[config.mk]
export PLATFORM = sky130hd
export DESIGN_NAME = ffa_ctrl
export DESIGN_NICKNAME = d
export VERILOG_FILES = /design/src/rtl/ffa_pkg.sv /design/src/rtl/ffa_ctrl.sv
export VERILOG_INCLUDE_DIRS = /design/src /design/src/rtl
export SDC_FILE = /design/constraint.sdc
export NUM_CORES = 1
export LEC_CHECK = 0
export BUFFER_PORTS_ARGS = -buffer_cell sky130_fd_sc_hd__buf_4
export CORE_UTILIZATION = 29
export CTS_CLUSTER_SIZE = 25
export DETAILED_ROUTE_END_ITERATION = 8
export PLACE_DENSITY = 0.66
export SETUP_SLACK_MARGIN = 0.5
export SLEW_MARGIN = 5
export SYNTH_ARGS = -nofsm -noshare
export SYNTH_HDL_FRONTEND = slang
export SYNTH_SLANG_ARGS = --single-unit
[constraint.sdc]
create_clock -name i_clk -period 1.4 [get_ports i_clk]
set_input_delay 0.14 -clock i_clk [delete_from_list [all_inputs] [get_ports i_clk]]
set_output_delay 0.14 -clock i_clk [all_outputs]
set_load 0.02 [all_outputs]
[src/rtl/first_fit_free_block_allocator_macros.svh]
// Assertion macros shared by the first-fit allocator RTL.
// No dependencies; included by modules that carry concurrent assertions.
`ifndef FIRST_FIT_FREE_BLOCK_ALLOCATOR_MACROS_SVH
`define FIRST_FIT_FREE_BLOCK_ALLOCATOR_MACROS_SVH

// Same-cycle implication, disabled while the synchronous reset is low.
`define FFA_ASSERT_IMP(label, clk, rst_n, ante, cons) \
    label: assert property (@(posedge clk) disable iff (!(rst_n)) (ante) |-> (cons)) \
        else $error("allocator assertion failed");

// Next-cycle implication, disabled while the synchronous reset is low.
`define FFA_ASSERT_NXT(label, clk, rst_n, ante, cons) \
    label: assert property (@(posedge clk) disable iff (!(rst_n)) (ante) |=> (cons)) \
        else $error("allocator assertion failed");

`endif

[src/rtl/ffa_pkg.sv]
// Shared types and constants of the first-fit allocator.
// No dependencies; imported by the controller, the datapath and the top level.
`default_nettype none

package ffa_pkg;

    localparam int TABLE_ENTRIES = 64;
    localparam int IDX_W = (TABLE_ENTRIES > 1) ? $clog2(TABLE_ENTRIES) : 1;
    localparam int CNT_W = 7;
    localparam int DATA_W = 32;
    localparam logic [CNT_W-1:0] COUNT_MAX = {CNT_W{1'b1}};
    localparam logic [IDX_W-1:0] LAST_IDX = IDX_W'(TABLE_ENTRIES - 1);

    localparam logic OP_ALLOC = 1'b0;
    localparam logic OP_RELEASE = 1'b1;

    typedef enum logic [1:0] {
        ST_OK    = 2'd0,
        ST_NOFIT = 2'd1,
        ST_FULL  = 2'd2
    } t_status;

    // How the current transaction ends.
    typedef enum logic [1:0] {
        FIN_NONE = 2'd0,
        FIN_HIT  = 2'd1,
        FIN_MISS = 2'd2,
        FIN_NOP  = 2'd3
    } t_fin;

    typedef struct packed {
        logic             load;
        logic [IDX_W-1:0] rd_addr;
        logic [IDX_W-1:0] idx;
        t_fin             fin;
    } t_dp_cmd;

    typedef struct packed {
        logic hit;
        logic nop;
    } t_dp_stat;

endpackage

`default_nettype wire

[src/rtl/ffa_ctrl.sv]
// Scan controller of the first-fit allocator: state machine and entry index.
// Depends on ffa_pkg and first_fit_free_block_allocator_macros.svh.
`default_nettype none
`include "first_fit_free_block_allocator_macros.svh"

module ffa_ctrl
    import ffa_pkg::*;
(
    input  wire logic     i_clk,
    input  wire logic     i_rst_n,
    input  wire logic     i_start,
    output logic          o_busy,
    input  wire t_dp_stat i_stat,
    output t_dp_cmd       o_cmd
);

    typedef enum logic {
        S_IDLE,
        S_SCAN
    } t_state;

    t_state           r_state;
    t_state           n_state;
    logic [IDX_W-1:0] r_idx;
    logic [IDX_W-1:0] n_idx;

    always_comb begin
        n_state       = r_state;
        n_idx         = r_idx;
        o_cmd.load    = 1'b0;
        o_cmd.rd_addr = '0;
        o_cmd.idx     = r_idx;
        o_cmd.fin     = FIN_NONE;
        case (r_state)
            S_IDLE: begin
                // Entry zero is read while the request is latched.
                if (i_start) begin
                    o_cmd.load = 1'b1;
                    n_idx      = '0;
                    n_state    = S_SCAN;
                end
            end
            S_SCAN: begin
                o_cmd.rd_addr = IDX_W'(r_idx + 1'b1);
                if (i_stat.nop) begin
                    o_cmd.fin = FIN_NOP;
                    n_state   = S_IDLE;
                end else if (i_stat.hit) begin
                    o_cmd.fin = FIN_HIT;
                    n_state   = S_IDLE;
                end else if (r_idx == LAST_IDX) begin
                    o_cmd.fin = FIN_MISS;
                    n_state   = S_IDLE;
                end else begin
                    n_idx = IDX_W'(r_idx + 1'b1);
                end
            end
            default: begin
                n_state = S_IDLE;
            end
        endcase
    end

    always_ff @(posedge i_clk) begin
        if (!i_rst_n) begin
            r_state <= S_IDLE;
            r_idx   <= '0;
        end else begin
            r_state <= n_state;
            r_idx   <= n_idx;
        end
    end

    assign o_busy = (r_state != S_IDLE);

    `FFA_ASSERT_NXT(a_accept_goes_busy, i_clk, i_rst_n, i_start && !o_busy, o_busy)
    `FFA_ASSERT_NXT(a_finish_goes_idle, i_clk, i_rst_n, o_cmd.fin != FIN_NONE, !o_busy)
    `FFA_ASSERT_NXT(a_scan_steps_by_one, i_clk, i_rst_n,
        o_busy && o_cmd.fin == FIN_NONE, o_busy && r_idx == IDX_W'($past(r_idx) + 1'b1))

endmodule

`default_nettype wire

Word level (Yosys, flattened, before mapping)
Index checks and enable logic that the tools add are counted.
{"block": "word_totals", "in_bits": 5, "mem_bits_rw": 0, "register_bits": 7, "wordCells": 26, "latch_bits": 0, "output_inout_bits": 16, "n_memories": 0, "romBits": 0}
{"block": "op_classes", "div_mod_pow": 0, "n_mul": 0, "n_addsub": 1, "n_reduce_logical": 1, "order_cmp": 0, "shifts": 0, "bitwise": 1, "eq_ne": 5, "n_mux": 16}
{"op": "6-bit two-way mux", "n": 5}
{"op": "6-bit one-hot mux with 2 select lines", "n": 1}
{"op": "2-bit two-way mux", "n": 4}
{"op": "2-bit != test, second input constant", "n": 4}
{"op": "6-bit by 1-bit adder with 6-bit output, second input constant", "n": 1}
{"op": "6-bit == test, second input constant", "n": 1}
{"op": "1-bit two-way mux", "n": 5}
{"op": "4-bit AND reduction", "n": 1}
{"op": "1-bit one-hot mux with 2 select lines", "n": 1}
{"op": "1-bit NOT", "n": 1}

Depth between registers and ports, before layout
Gate-level depths: netlist (run 1).
{"block": "depth", "depth_word": 5, "mapped_depth": 5}

Worst setup path after synthesis (run 1)
OpenSTA, ideal clock, no wires.
{"block": "synth_path", "path_kind": "register -> register", "start": "register r_idx[0]", "end": "register r_idx[2]", "stages_incl_launch_ff": 6, "required_time_ns": 1.285, "setup_time_ns": 0.115, "n_path_buf": 0, "slack_ns": -0.133, "t_arrival_ns": 1.418, "cell_sequence": "dfxtp_1 ha_1 nand2_1 o211a_4 and2_4 o21a_1"}
{"block": "synth_between", "elab_chain_len": 5, "elab_cells_between_ends": 8, "cone_classes": "add/sub: 1; eq/ne: 2; mux: 4; reduce/logical: 1"}
{"element": "start, declared", "line_no": "ffa_ctrl.sv:24", "source": "logic [IDX_W-1:0] r_idx;"}
{"element": "start signal, assigned", "line_no": "ffa_ctrl.sv:70", "source": "r_idx <= n_idx;"}
{"element": "6-bit by 1-bit adder with 6-bit output", "line_no": "ffa_ctrl.sv:55", "source": "n_idx = IDX_W'(r_idx + 1'b1);"}
{"element": "6-bit two-way mux", "line_no": "ffa_ctrl.sv:51", "source": "end else if (r_idx == LAST_IDX) begin"}
{"element": "6-bit two-way mux", "line_no": "ffa_ctrl.sv:48", "source": "end else if (i_stat.hit) begin"}
{"element": "6-bit two-way mux", "line_no": "ffa_ctrl.sv:45", "source": "if (i_stat.nop) begin"}
{"element": "6-bit one-hot mux with 2 select lines", "line_no": "ffa_ctrl.sv:34", "source": "case (r_state)"}
Parallel ways exist; a longest one is shown, timed or not. The select of a mux whose other input is x is not followed.
A chain may end at the register's enable or synchronous reset.

==> flow_metrics.env, run 1 <==
export IMPL_status="finished, violations left"
export IMPL_failed_checks="negative setup slack"
export IMPL_seqPwrFrac_pct=36.8
export IMPL_async_flop_share_pct=0
export IMPL_critPathKind="register to primary output"
export IMPL_hold_class="primary input to register"
export IMPL_worstPathArrival_ns=1.33
export IMPL_synth_cell_type_count=21
export IMPL_end_kind="primary output"
export IMPL_synth_nets=60
export IMPL_std_cell_rows=13
export IMPL_drtPass1Iterations=2
export IMPL_maxSlewViolCount=0
export IMPL_rsz0062_at_grt="true"
export IMPL_synth_top_area_share_pct=33.1
export IMPL_timing_fmax_mhz=678
export IMPL_vdd_ir_drop_max_uv=437
export IMPL_intPower_mw=0.366
export IMPL_wl_per_cell_um=15.6
export IMPL_cp_required_ns=1.26
export IMPL_ctsHtreeMaxLevel=1
export IMPL_final_cells=114
export IMPL_insertion_delay_ns=0.27
export IMPL_netlist_instances=54
export IMPL_synth_area_top_cells="dfxtp_1, nand3_1, nor2_1, nand2_1, xnor2_1"
export IMPL_p_sw_share_pct=30.0
export IMPL_yosysSeqAreaShare_pct=33.1
export IMPL_antenna_found_initial=0
export IMPL_clock_root_buffer="clkbuf_4"
export IMPL_grt_ovfl_total=0
export IMPL_cts_sinks=7
export IMPL_clockBufferDepth=2
export IMPL_routed_wl_um=1780
export IMPL_n_antenna_cell=0
export IMPL_ys_top_cells_by_count="nor2_1, dfxtp_1, nand2_1, nand3_1"
export IMPL_multi_input_area_sq_um=414
export IMPL_die_h_um=40.2
export IMPL_die_area_sq_mm=0.00161
export IMPL_filler_cell_count=82
export IMPL_combPwrFrac_pct=25.3
export IMPL_post_route_min_period_ns=1.47
export IMPL_fin_util_pct=80.6
export IMPL_syn_to_final_growth_pct=154
export IMPL_fin_worst_skew_ns=0.00865
export IMPL_worst_slew_pin_slew_ns=0.377
export IMPL_grt_pass1_wl_um=2490
export IMPL_finalSetupViolations=2
export IMPL_ys_ff_latch=7
export IMPL_maxCapViolations=0
export IMPL_drive_gt1_share_pct=82.8
export IMPL_via_per_inst=5.04
export IMPL_drt_first_iter_violations=1
export IMPL_dp_hpwl_um=839
export IMPL_cp_max_fo=4
export IMPL_slew_headroom_pct=74.7
export IMPL_grt_pass1_vias=540
export IMPL_dp_cells=89
export IMPL_ys_warn_count=0
export IMPL_ant_nets=0
export IMPL_port_buffer_count=20
export IMPL_tritoncts="built"
export IMPL_yosysTopAreaCell="dfxtp_1"
export IMPL_synth_edf_count=0
export IMPL_numCtsBuffers=3
export IMPL_p_per_area_mw_per_mm2=487
export IMPL_timing_final_crit_share_pct=105
export IMPL_gr_usage_all_layers_pct=25.1
export IMPL_start_util_pct=31.7
export IMPL_place_ws_ns=0.101
export IMPL_clkTransAtPathRegs_ns=0.06
export IMPL_synth_area_sq_um=423
export IMPL_grt_max_degree=10
export IMPL_p_sw_mw=0.157
export IMPL_num_nets_final=106
export IMPL_ioPinCount=21
export IMPL_synth_area_per_cell_sq_um=7.83
export IMPL_gp_congestion=0.795
export IMPL_ys_flop_type="dfxtp_1"
export IMPL_finalHoldViolCount=0
export IMPL_remaining_drc_errors=0
export IMPL_final_seq_area_sq_um=166
export IMPL_leakage_nw=0.451
export IMPL_clock_power_share_pct=37.9
export IMPL_vias=574
export IMPL_synth_most_common_cell="nor2_1"
export IMPL_start_kind="register"
export IMPL_core_sq_mm=0.00133
export IMPL_die_x_um=40.2
export IMPL_finalWorstSetupSlack_ns=-0.0749
## final cells by class
class | instances | share of cell area, %
clock buffer | 4 | 2.44
inverter | 2 | 1.51
multi-input combinational | 44 | 38.5
sequential | 7 | 15.5
tap | 15 | 1.75
timing repair buffer | 42 | 40.3
## path summary, 6_finish.rpt
check / endpoint / start / slack (ns) / cells past startpoint
worst max-delay path: o_cmd[12] / r_idx[1] / -0.07 / 5
worst min-delay path: r_idx[2] / i_rst_n / 0.19 / 2
worst max register to register: r_idx[2] / r_idx[2] / 0.09 / 5
worst min register to register: r_idx[5] / r_idx[5] / 0.56 / 2
## cell usage in the layout (no fill, tap or decap), drive strengths merged, types with 2 or more instances in the layout
master / count
buf: 42
nor2: 9
nand3: 8
dfxtp: 7
nand2: 7
and2: 4
clkbuf: 4
xnor2: 3
a21boi: 2
o21ai: 2
## logic make-up after synthesis
group,Yosys count,synth area share [%]
and+or+nand+nor,31,35.8
adders and majority gates,1,2.96
buffers and inverters,3,2.96
xor gates and xnor gates,4,8.29
DFF,7,33.1
AOI/OAI and AO/OA,8,16.9
## layer usage
layer  vias up  part of all wire [%]  track usage (%)
met5         -                     0                0
met3         7                   4.4             8.89
met2        19                    55             43.5
li1        280                     -                -
met4         0                   3.4             16.7
met1       268                    37             25.1
## flip-flops by register name, indices dropped and copies added (netlist names)
signal,flops
r_idx,6
o_busy,1
## metrics by stage
stage | power (mW) | hold WS [ns] | instance area [sq um] | setup TNS, ns
2_1_floorplan | 0.244 | 0.365 | 512 | 0
3_3_place_gp | 0.277 | 0.427 | 683 | 0
3_5_place_dp | 0.278 | 0.439 | 683 | 0
4_1_cts | 0.505 | 0.178 | 1000 | -0.0220
5_1_grt | 0.550 | 0.177 | 1070 | -0.327
6_report | 0.523 | 0.186 | 1070 | -0.119
## timing repair
action,CTS,global route
resized for setup,37,12
setup endpoints to repair,23,23
cloned,0,0
endpoints found under the hold margin,0,0
pin swaps,17,9
hold buffers,0,0
setup buffers,17,4
## power groups by stage
stage	clock, mW	combinational [mW]	sequential, mW
finish	0.198	0.132	0.193
global route	0.217	0.141	0.192
floorplan	0	0.0409	0.203
CTS	0.193	0.120	0.193
detailed placement	0	0.0757	0.202
global placement	0	0.0752	0.202
## critical path, stage by stage (launching register included)
cell	delay [ns]
dfxtp_4	0.37
ha_4	0.16
nand3_2	0.11
xor2_2	0.18
nor2_2	0.12
buf_6	0.13
No activity file was read; power rests on OpenSTA's default activity.
==> run 2, diff against run 1 <==
REMOVE_ABC_BUFFERS = 1   (was not set)
SKIP_CTS_REPAIR_TIMING = 1   (was not set)
==> flow_metrics.env, run 2 (synthesized netlist as in run 1, its figures left out) <==
export IMPL_clkTransAtPathRegs_ns=0.06
export IMPL_critPathKind="register to primary output"
export IMPL_finalWorstSetupSlack_ns=-0.116
export IMPL_reg2reg_from="r_idx[1]"
export IMPL_clock_power_share_pct=37.7
export IMPL_largest_register_ffs=6
export IMPL_worstPathArrival_ns=1.38
export IMPL_slowest_stage="dfxtp_2"
export IMPL_hold_class="primary input to register"
export IMPL_r2r_end="r_idx[2]"
export IMPL_critical_path_top_delay_family="flip-flops"
export IMPL_timing_final_crit_share_pct=108
export IMPL_ioPinCount=21
export IMPL_critPathMaxStageDelay_ns=0.36
export IMPL_cp_num_buf_inv=2
export IMPL_drt_first_iter_violations=6
export IMPL_cp_required_ns=1.26
export IMPL_start_util_pct=31.7
export IMPL_die_h_um=40.2
export IMPL_numCtsBuffers=3
export IMPL_final_cell_mix="buf_4, buf_6, nand3_1, nor2_1, dfxtp_2"
export IMPL_ant_nets=0
export IMPL_p_per_area_mw_per_mm2=542
export IMPL_final_common_cell="buf_4"
export IMPL_leakage_nw=0.418
export IMPL_remaining_drc_errors=0
export IMPL_worstHoldStart="i_rst_n"
export IMPL_place_area_sq_um=654
export IMPL_finalSetupViolations=5
export IMPL_die_x_um=40.2
export IMPL_top_register="r_idx"
export IMPL_multi_input_area_sq_um=369
export IMPL_insertion_delay_ns=0.25
export IMPL_worst_slew_pin_slew_ns=0.471
export IMPL_gp_congestion=0.813
export IMPL_p_sw_mw=0.141
export IMPL_drive_gt1_share_pct=71.1
export IMPL_post_route_min_period_ns=1.52
export IMPL_num_nets_final=104
export IMPL_fin_worst_skew_ns=0.00127
export IMPL_die_area_sq_mm=0.00161
export IMPL_seqPwrFrac_pct=40.0
export IMPL_n_antenna_cell=0
export IMPL_via_per_inst=4.90
export IMPL_timing_fmax_mhz=659
export IMPL_port_buffer_count=20
export IMPL_end_kind="primary output"
export IMPL_std_cell_rows=13
export IMPL_reg2reg_depth=6
export IMPL_filler_cell_count=103
export IMPL_final_seq_area_sq_um=154
export IMPL_slew_headroom_pct=68.5
export IMPL_maxCapViolations=0
export IMPL_p_total_mw=0.509
export IMPL_drtPass1Iterations=4
export IMPL_start_kind="register"
export IMPL_dp_hpwl_um=928
export IMPL_combPwrFrac_pct=22.4
export IMPL_reg2reg_slack_ns=0.05
export IMPL_cp_max_fo=2
export IMPL_final_cell_area_sq_um=938
export IMPL_grt_ovfl_total=0
export IMPL_finalHoldViolCount=0
export IMPL_grt_max_degree=10
export IMPL_status="finished, violations left"
export IMPL_vias=549
export IMPL_gr_usage_all_layers_pct=16.3
export IMPL_tritoncts="built"
export IMPL_grt_pass1_vias=393
export IMPL_antenna_found_initial=0
export IMPL_intPower_mw=0.368
export IMPL_p_sw_share_pct=27.7
export IMPL_rsz0062_at_grt="true"
export IMPL_vdd_ir_drop_max_uv=605
export IMPL_grt_pass1_wl_um=1710
export IMPL_cp_cell_sequence="ha_4, buf_6, nand3_4, xor2_2, nor2_1, buf_4"
export IMPL_failed_checks="negative setup slack"
export IMPL_core_sq_mm=0.00133
export IMPL_routed_wl_um=1600
export IMPL_hold_worst_slack_ns=0.168
export IMPL_maxSlewViolCount=0
export IMPL_ctsHtreeMaxLevel=1
export IMPL_finalSetupTns_ns=-0.359
export IMPL_clockBufferDepth=2
export IMPL_min_to="r_idx[2]"
export IMPL_clock_root_buffer="clkbuf_4"
export IMPL_wl_per_cell_um=14.3
export IMPL_syn_to_final_growth_pct=122
export IMPL_cts_sinks=7
export IMPL_min_path_cells=2
==> run 2: cell types whose count changed in the layout (fill, tap and decap cells not counted), moves of 2 or more <==
cell,delta
buf_4,+10
buf_6,-10
dfxtp_2,+5
dfxtp_4,-5
nor2_1,+4
nand3_2,-3
nor2_2,-3
and2_1,+2
and2_4,-2
nand3_1,+2
==> run 2: per-stage QoR <==
| stage | std cells | setup slack [ns] | utilization [%] |
|---|---|---|---|
| after global placement | 97 | 0.119 | 49.1 |
| after detailed placement | 97 | 0.0959 | 49.1 |
| after global routing | 112 | -0.169 | 70.4 |
| after floorplan | 53 | -0.133 | - |
| after CTS | 101 | -0.184 | 51.0 |
| final | 112 | -0.116 | 70.4 |
==> run 2: worst max path at each step <==
stage	depth (start not counted)	to	startpoint	slack [ns]
finish	6	o_cmd[12]	r_idx[1]	-0.12
global route	6	o_cmd[12]	r_idx[1]	-0.17
CTS	6	o_cmd[12]	r_idx[0]	-0.18
detailed placement	5	r_idx[2]	r_idx[0]	0.1
global placement	5	r_idx[2]	r_idx[0]	0.12
floorplan	5	r_idx[2]	r_idx[0]	-0.13
==> run 2: per-layer routing <==
layer | up-vias | wire, um | track usage, %
met5 | - | 0 | 0
met1 | 257 | 688 | 23.4
met3 | 2 | 55 | 3.33
met2 | 16 | 836 | 23.0
li1 | 274 | - | -
met4 | 0 | 17 | 7.50
==> run 2: power groups by stage <==
stage                     sequential [mW]  clock [mW]  combinational [mW]
after global routing                0.204       0.208               0.121
after floorplan                     0.212           0              0.0288
final                               0.203       0.192               0.114
after CTS                           0.204       0.197              0.0699
after global placement              0.209           0              0.0696
after detailed placement            0.209           0              0.0697
==> run 2: area by class of cell <==
| class | count | share of cell area (%) |
|---|---|---|
| multi-input cells | 44 | 39.3 |
| clock buffers | 4 | 2.80 |
| inverters | 2 | 1.07 |
| flip-flops and latches | 7 | 16.4 |
| repair buffers | 40 | 38.4 |
| well taps | 15 | 2.00 |
==> run 2: worst reg2reg max path: stages (launching register included) <==
cell and delay, ns:
dfxtp_2 0.36, ha_4 0.14, buf_4 0.11, nand2_4 0.07
o211a_4 0.25, and2_4 0.15, o21a_1 0.17
